<file path="config.mk">
export PLATFORM = sky130hd
export DESIGN_NAME = quadrature_encoder_speed_filter_unit
export DESIGN_NICKNAME = d
export VERILOG_FILES = /design/src/qesf_pkg.sv /design/src/quadrature_encoder_speed_filter_unit.sv
export VERILOG_INCLUDE_DIRS = /design/src /design/src/src
export SDC_FILE = /design/constraint.sdc
export NUM_CORES = 2
export LEC_CHECK = 0
export BUFFER_PORTS_ARGS = -buffer_cell sky130_fd_sc_hd__buf_2
export CAP_MARGIN = 20
export CORE_ASPECT_RATIO = 1.5
export CORE_MARGIN = 1
export CORE_UTILIZATION = 35
export DETAILED_ROUTE_END_ITERATION = 10
export GPL_TIMING_DRIVEN = 0
export SLEW_MARGIN = 25
export SYNTH_ARGS = -nofsm -noshare
export SYNTH_HDL_FRONTEND = slang
export SYNTH_SLANG_ARGS = --single-unit
export TNS_END_PERCENT = 10
</file>
<file path="constraint.sdc">
create_clock -name clk -period 70.3 [get_ports clk]
set_clock_uncertainty 0.05 [all_clocks]
set_input_delay 21.09 -clock clk [delete_from_list [all_inputs] [get_ports clk]]
set_output_delay 21.09 -clock clk [all_outputs]
set_load 0.01 [all_outputs]
</file>
<file path="src/quadrature_encoder_speed_filter_unit_defines.svh">
// Assertion macros for the quadrature encoder speed filter.
`ifndef QUADRATURE_ENCODER_SPEED_FILTER_UNIT_DEFINES_SVH
`define QUADRATURE_ENCODER_SPEED_FILTER_UNIT_DEFINES_SVH

`ifndef SYNTH
// Checked only out of reset.
`define QESF_ASSERT(lbl, clk_s, rst_s, prop) \
  lbl: assert property (@(posedge clk_s) disable iff (!rst_s) prop) \
    else $error("qesf: assertion failed");
// Checked at every edge, reset included.
`define QESF_ASSERT_ALWAYS(lbl, clk_s, prop) \
  lbl: assert property (@(posedge clk_s) prop) \
    else $error("qesf: assertion failed");
`else
`define QESF_ASSERT(lbl, clk_s, rst_s, prop)
`define QESF_ASSERT_ALWAYS(lbl, clk_s, prop)
`endif

`endif

</file>
<file path="src/qesf_pkg.sv">
// Types, constants and helper functions of the quadrature encoder speed filter.
package qesf_pkg;

  localparam int CNT_W    = 16;
  localparam int WGT_W    = 8;
  localparam int WHEELS   = 2;
  localparam int NUM_WGT  = 4;
  localparam int PROD_W   = CNT_W + WGT_W + 1;

  localparam logic [WGT_W-1:0] WGT_NEWEST_RST = 8'd205;
  localparam logic [WGT_W-1:0] WGT_SECOND_RST = 8'd26;
  localparam logic [WGT_W-1:0] WGT_THIRD_RST  = 8'd15;
  localparam logic [WGT_W-1:0] WGT_OLDEST_RST = 8'd10;

  localparam logic signed [CNT_W-1:0] CNT_MAX = 16'sh7fff;
  localparam logic signed [CNT_W-1:0] CNT_MIN = 16'sh8000;

  typedef enum logic [1:0] {
    REG_WEIGHT_NEWEST = 2'd0,
    REG_WEIGHT_SECOND = 2'd1,
    REG_WEIGHT_THIRD  = 2'd2,
    REG_WEIGHT_OLDEST = 2'd3
  } qesf_reg_t;

  typedef enum logic {
    OP_EDGE = 1'b0,
    OP_TICK = 1'b1
  } qesf_op_t;

  // One wheel's slice of in_tdata, a_flag in the lowest bit.
  typedef struct packed {
    logic b_level;
    logic a_level;
    logic b_flag;
    logic a_flag;
  } qesf_pins_t;

  typedef logic signed [CNT_W-1:0] qesf_cnt_t;

  // x2 decode step with saturation; A edge wins over B edge.
  function automatic qesf_cnt_t edge_step(qesf_cnt_t cnt, qesf_pins_t pins);
    logic up;
    logic dn;
    qesf_cnt_t res;
    up  = 1'b0;
    dn  = 1'b0;
    res = cnt;
    if (pins.a_flag) begin
      up = pins.b_level;
      dn = !pins.b_level;
    end else if (pins.b_flag) begin
      up = !pins.a_level;
      dn = pins.a_level;
    end
    if (up && cnt != CNT_MAX) begin
      res = cnt + 16'sd1;
    end else if (dn && cnt != CNT_MIN) begin
      res = cnt - 16'sd1;
    end
    return res;
  endfunction

  function automatic qesf_cnt_t sat_negate(qesf_cnt_t v);
    return (v == CNT_MIN) ? CNT_MAX : -v;
  endfunction

endpackage

</file>
<file path="src/quadrature_encoder_speed_filter_unit.sv">
// Two-wheel quadrature encoder counter with weighted moving-average speed filter.
//
//  channel | dir | handshake             | payload
//  --------+-----+-----------------------+-----------------------------------------
//  in_     | in  | in_tvalid / in_tready | tuser: op; tdata: left then right pins
//  out_    | out | out_tvalid/out_tready | tdata: left/right speed, left/right raw
//  cfg_    | in  | cfg_valid / cfg_ready | cfg_index (weight), cfg_data (Q0.8)
//
// One beat per cycle in while the output is not stalled; a tick's result reaches
// out_tvalid through the history shift, then TAPS products, then sum, then
// round and saturate into the output register.
// rst_n is synchronous: counts, history and valids clear, weights reload.
// A stalled output holds the whole pipeline, in_tready included.
// cfg_ready is always high.
`include "quadrature_encoder_speed_filter_unit_defines.svh"

module quadrature_encoder_speed_filter_unit
  import qesf_pkg::*;
#(
  parameter int TAPS = 4
) (
  input  logic        clk,
  input  logic        rst_n,
  input  logic        in_tvalid,
  output logic        in_tready,
  // [0] left_a_flag [1] left_b_flag [2] left_a_level [3] left_b_level
  // [4] right_a_flag [5] right_b_flag [6] right_a_level [7] right_b_level
  input  logic [7:0]  in_tdata,
  // [0] op
  input  logic        in_tuser,
  output logic        out_tvalid,
  input  logic        out_tready,
  // [15:0] left_speed [31:16] right_speed [47:32] left_raw [63:48] right_raw
  output logic [63:0] out_tdata,
  input  logic        cfg_valid,
  output logic        cfg_ready,
  input  logic [1:0]  cfg_index,
  input  logic [7:0]  cfg_data
);

  localparam int SUM_W = PROD_W + $clog2(TAPS);
  localparam int Q_W   = SUM_W - WGT_W;

  logic en;
  logic accept;
  logic is_tick;

  logic [WGT_W-1:0] weight_r [NUM_WGT];

  qesf_cnt_t count_r   [WHEELS];
  qesf_cnt_t count_nxt [WHEELS];
  qesf_cnt_t raw       [WHEELS];
  qesf_cnt_t hist_r    [WHEELS][TAPS];

  logic                     s1_vld_r;
  logic                     s2_vld_r;
  logic                     s3_vld_r;
  logic                     out_vld_r;
  logic signed [PROD_W-1:0] prod_r  [WHEELS][TAPS];
  qesf_cnt_t                s2_raw_r [WHEELS];
  logic signed [SUM_W-1:0]  sum_nxt [WHEELS];
  logic signed [SUM_W-1:0]  sum_r   [WHEELS];
  qesf_cnt_t                s3_raw_r [WHEELS];
  qesf_cnt_t                spd_nxt [WHEELS];
  logic [63:0]              out_data_r;

  assign en        = !out_vld_r || out_tready;
  assign in_tready = en;
  assign accept    = in_tvalid && en;
  assign is_tick   = (qesf_op_t'(in_tuser) == OP_TICK);
  assign cfg_ready = 1'b1;

  // config registers
  always_ff @(posedge clk) begin
    if (!rst_n) begin
      weight_r[0] <= WGT_NEWEST_RST;
      weight_r[1] <= WGT_SECOND_RST;
      weight_r[2] <= WGT_THIRD_RST;
      weight_r[3] <= WGT_OLDEST_RST;
    end else if (cfg_valid) begin
      unique case (qesf_reg_t'(cfg_index))
        REG_WEIGHT_NEWEST: weight_r[0] <= cfg_data;
        REG_WEIGHT_SECOND: weight_r[1] <= cfg_data;
        REG_WEIGHT_THIRD:  weight_r[2] <= cfg_data;
        REG_WEIGHT_OLDEST: weight_r[3] <= cfg_data;
        default: ;
      endcase
    end
  end

  always_comb begin
    for (int w = 0; w < WHEELS; w++) begin
      count_nxt[w] = edge_step(count_r[w], qesf_pins_t'(in_tdata[4*w +: 4]));
    end
    raw[0] = count_r[0];
    raw[1] = sat_negate(count_r[1]);
  end

  // counters and history shift line; tap 0 is the newest sample
  always_ff @(posedge clk) begin
    if (!rst_n) begin
      for (int w = 0; w < WHEELS; w++) begin
        count_r[w] <= '0;
        for (int i = 0; i < TAPS; i++) begin
          hist_r[w][i] <= '0;
        end
      end
      s1_vld_r <= 1'b0;
    end else if (en) begin
      s1_vld_r <= accept && is_tick;
      if (accept) begin
        for (int w = 0; w < WHEELS; w++) begin
          if (is_tick) begin
            count_r[w]   <= '0;
            hist_r[w][0] <= raw[w];
            for (int i = 1; i < TAPS; i++) begin
              hist_r[w][i] <= hist_r[w][i-1];
            end
          end else begin
            count_r[w] <= count_nxt[w];
          end
        end
      end
    end
  end

  // products
  always_ff @(posedge clk) begin
    if (en) begin
      for (int w = 0; w < WHEELS; w++) begin
        s2_raw_r[w] <= hist_r[w][0];
        for (int i = 0; i < TAPS; i++) begin
          prod_r[w][i] <= PROD_W'($signed(hist_r[w][i]) * $signed({1'b0, weight_r[i]}));
        end
      end
    end
  end

  always_comb begin
    for (int w = 0; w < WHEELS; w++) begin
      sum_nxt[w] = '0;
      for (int i = 0; i < TAPS; i++) begin
        sum_nxt[w] = sum_nxt[w] + SUM_W'(prod_r[w][i]);
      end
    end
  end

  always_ff @(posedge clk) begin
    if (en) begin
      for (int w = 0; w < WHEELS; w++) begin
        sum_r[w]    <= sum_nxt[w];
        s3_raw_r[w] <= s2_raw_r[w];
      end
    end
  end

  // divide by 256 toward zero, then clamp to 16 bits
  always_comb begin
    logic signed [SUM_W-1:0] biased;
    logic signed [Q_W-1:0]   q;
    for (int w = 0; w < WHEELS; w++) begin
      biased = sum_r[w] + {{(SUM_W-WGT_W){1'b0}}, {WGT_W{sum_r[w][SUM_W-1]}}};
      q      = biased[SUM_W-1:WGT_W];
      if ((&q[Q_W-1:CNT_W-1]) || !(|q[Q_W-1:CNT_W-1])) begin
        spd_nxt[w] = q[CNT_W-1:0];
      end else begin
        spd_nxt[w] = q[Q_W-1] ? CNT_MIN : CNT_MAX;
      end
    end
  end

  always_ff @(posedge clk) begin
    if (en) begin
      out_data_r <= {s3_raw_r[1], s3_raw_r[0], spd_nxt[1], spd_nxt[0]};
    end
  end

  always_ff @(posedge clk) begin
    if (!rst_n) begin
      s2_vld_r  <= 1'b0;
      s3_vld_r  <= 1'b0;
      out_vld_r <= 1'b0;
    end else if (en) begin
      s2_vld_r  <= s1_vld_r;
      s3_vld_r  <= s2_vld_r;
      out_vld_r <= s3_vld_r;
    end
  end

  assign out_tvalid = out_vld_r;
  assign out_tdata  = out_data_r;

  `QESF_ASSERT(a_idle_edge_holds, clk, rst_n, in_tvalid && in_tready && !in_tuser && in_tdata[1:0] == 2'b00 && in_tdata[5:4] == 2'b00 |=> $stable(count_r[0]) && $stable(count_r[1]))
  `QESF_ASSERT(a_tick_clears, clk, rst_n, in_tvalid && in_tready && in_tuser |=> count_r[0] == 16'sd0 && count_r[1] == 16'sd0)
  `QESF_ASSERT(a_tick_latches, clk, rst_n, in_tvalid && in_tready && in_tuser |=> hist_r[0][0] == $past(raw[0]) && hist_r[1][0] == $past(raw[1]))
  `QESF_ASSERT_ALWAYS(a_reset_no_out, clk, !rst_n |=> !out_tvalid && !s3_vld_r)

endmodule
</file>
==> key figures <==
Routing
  – Via count: 41314
  – DRT antenna net count: 0
  – Drt via density: 4.88
  – Initial DRC Count: 2084
  – Highest metal used: met5
  – Metal1 wirelength: 57.2 mm
  – Wire per inst: around 19 um
  – WL met2: 86.9 mm
  – Routed wl met3: 6.20 mm
  – DRC viols: 0
  – DR pass1 iterations: 6
  – Final wirelength: about 160 mm

Timing
  – Fin. max-slew vios: 0
  – RSZ-0062 raised after global routing: no
  – Setup TNS: 0 ns
  – Worst slew margin: 22.4%
  – Final Hold Viols: 0
  – Period utilisation layout: 61.9%
  – Crit path time final: 43.49 ns
  – Worst-Margin Slew: 1.16 ns
  – Hold_ws: 0.344 ns
  – Maximum clock frequency: ~23 MHz
  – Finish-stage setup viols: 0

Clock network
  – Cts hold-fix bufs: 0
  – Post-cts gate resize count: 0
  – Post-CTS Setup Repair Bufs: 0
  – TritonCTS buffer count: 56
  – CTS Root Cell: clkbuf_16
  – Skew-Pair Late Insertion Delay: 0.70 ns
  – H-tree levels: 2
  – Worst-case clock buffer depth: 3
  – Reg clk slew, reported paths: around 0.06 ns
  – CTS tree: yes
  – Sink Count: roughly 580

Pwr
  – Clock Power Share: 11.2%
  – Psw: 1.31 mW
  – Sw Ratio: 44.9%
  – VDD IR max: roughly 0.000049 V
  – Total power after layout: between 2 and 3 mW
  – Power share of the combinational group: about 65%
  – Static Leak: 32.4 nW
  – Flop pwr share: 23.5%
  – Total power per unit cell area: 42.9 nW/um^2
  – P_int: roughly 1.6 mW

Cells and area
  – Final core occ: 38.4%
  – Area growth syn-to-layout: 8.93%
  – Post-layout nets: 7564
  – Fraction of layout cells with a size suffix above 1: 4.04%

Synthesis
  – Sequential share of the synthesized area: 27.7%
  – Post-Syn Nets: 7407
  – Top_reg_cell synth: edfxtp_1
  – Syn avg cell area: between 10 and 15 um^2
  – Post-synth EDFFs: 574
  – Gate Count Post-Synth: roughly 6000
  – Synth unique cells: 87
  – Synth async-reset ratio: 0%
  – YS warnings: 0
  – #FFs+latches synth: 578
  – Post-Syn Area: 62400 um^2

Global routing
  – Initial antenna violation count: 5
  – Vias in the first global route: about 45000
  – Aggregate global routing overflow: 0
  – First-pass GRT wire length: 253 mm
  – Pin count of the biggest net entering global routing: 55
  – GRT Overall Usage: 18.4%

Floorplan
  – Die height: 519 um
  – Die area: 180000 um^2
  – Initial Utilization: between 30% and 40%
  – Die Width: 347 um
  – # rows: 189
  – Io pins: 91
  – Core footprint: 177000 um^2

Place
  – Detail Placement HPWL: between 100 and 150 mm
  – IO Port Bufs: 89
  – Routability cong.: between 0.8 and 0.9

Setup path
  – CP Capture Type: output pin
  – CP required: 49.16 ns
  – CP Max Fanout: 49
  – R2R setup slack: 63.74 ns
  – Startpoint Class: input port
  – Critical Path AT: 22.35 ns
  – Setup Crit Path Kind: in -> out

Flow run
  – Max Cap Viol: 0

Min path
  – Worst Hold Class: reg -> reg

Outcome
  – Status: finished clean
-- critical path, cell delays in order --
cell and delay (ns):
buf_2 0.07, nand2b_1 0.08, clkbuf_4 0.28, buf_16 0.27
buf_16 0.29, buf_2 0.19
-- flip-flops by register name, indices dropped and copies added, names as in the netlist --
register    count
count_r        32
s1_vld_r        1
prod_r        200
hist_r        128
out_tvalid      1
sum_r          54
s3_vld_r        1
out_tdata      64
weight_r       32
s2_raw_r       32
s3_raw_r       32
s2_vld_r        1
-- worst paths after layout --
path | endpoint | start | depth (start not counted)
worst max register to register | prod_r[0][96] | weight_r[0][0] | 19
worst max-delay path | in_tready | out_tready | 6
worst min-delay path | s3_raw_r[0][14] | s2_raw_r[0][14] | 0
worst min register to register | s3_raw_r[0][14] | s2_raw_r[0][14] | 0
-- cell families after synthesis --
family                     after synthesis  synth area share, %
and+or+nand+nor                       1688                 14.0
adders and majority gates             1416                 39.4
buffers and inverters                 1381                 8.32
AOI/OAI and AO/OA                      612                 6.42
DFF                                    578                 27.7
xor gates and xnor gates               287                 4.03
muxes                                    4               0.0661
other                                    1              0.00601
-- layout make-up --
type,count,area [um^2]
well taps,2292,2870
repair buffers,99,713
clock inverters,37,487
plain buffers,147,576
multi-input cells,4008,39900
clock buffers,68,1480
fillers,17322,109000
diodes,2,5.00
flip-flops and latches,578,17300
inverters,1234,4630
-- cells in the mapped netlist (all sizes together) (27+ instances only) --
| library cell | count | area (um^2) |
|---|---|---|
| inv | 1234 | 4630 |
| fa | 920 | 18400 |
| and2 | 713 | 4460 |
| edfxtp | 574 | 17200 |
| nand2 | 561 | 2110 |
| ha | 496 | 6210 |
| a21oi | 209 | 1070 |
| xnor2 | 203 | 1780 |
| nor2 | 155 | 582 |
| clkbuf | 138 | 519 |
| o21ai | 99 | 499 |
| a21o | 95 | 713 |
| xor2 | 84 | 736 |
| nand3 | 56 | 280 |
| nor3 | 33 | 165 |
| nand2b | 31 | 194 |
| a31oi | 27 | 169 |
-- stage by stage --
stage | cell area (um^2) | setup WS [ns] | instances
after floorplan | 62400 | 17.44 | 5967
after global placement | 65700 | 11.16 | 8348
after detailed placement | 66000 | 26.79 | 8358
after CTS | 68000 | 26.80 | 8463
after global routing | 68000 | 26.71 | 8464
final | 68000 | 26.81 | 8465
-- layer usage --
metal	global-route usage, %	vias to the layer above
met2	34.6	915
met3	1.98	355
met4	11.5	2
met5	0	-
met1	19.3	20922
li1	-	19120
-- layout by cell type, fill, tap and decap left out, types with 56 or more instances in the layout --
| cell type | n |
|---|---|
| o21ai_0 | 89 |
| edfxtp_1 | 574 |
| buf_2 | 91 |
| nand2_1 | 560 |
| a21o_1 | 95 |
| nor2_1 | 155 |
| nand3_1 | 56 |
| xnor2_1 | 203 |
| ha_1 | 496 |
| and2_1 | 712 |
| inv_1 | 1234 |
| clkbuf_1 | 138 |
| clkbuf_16 | 56 |
| fa_1 | 920 |
| a21oi_1 | 202 |
| xor2_1 | 84 |
-- power groups by stage --
| stage | clock, mW | combinational, mW | sequential, mW |
|---|---|---|---|
| 2_1_floorplan | 0 | 1.45 | 0.656 |
| 3_3_place_gp | 0 | 1.90 | 0.693 |
| 3_5_place_dp | 0 | 1.92 | 0.692 |
| 4_1_cts | 0.336 | 1.94 | 0.686 |
| 5_1_grt | 0.346 | 2.16 | 0.698 |
| 6_report | 0.328 | 1.91 | 0.685 |
Note: power is estimated with default switching activity, not from simulation.
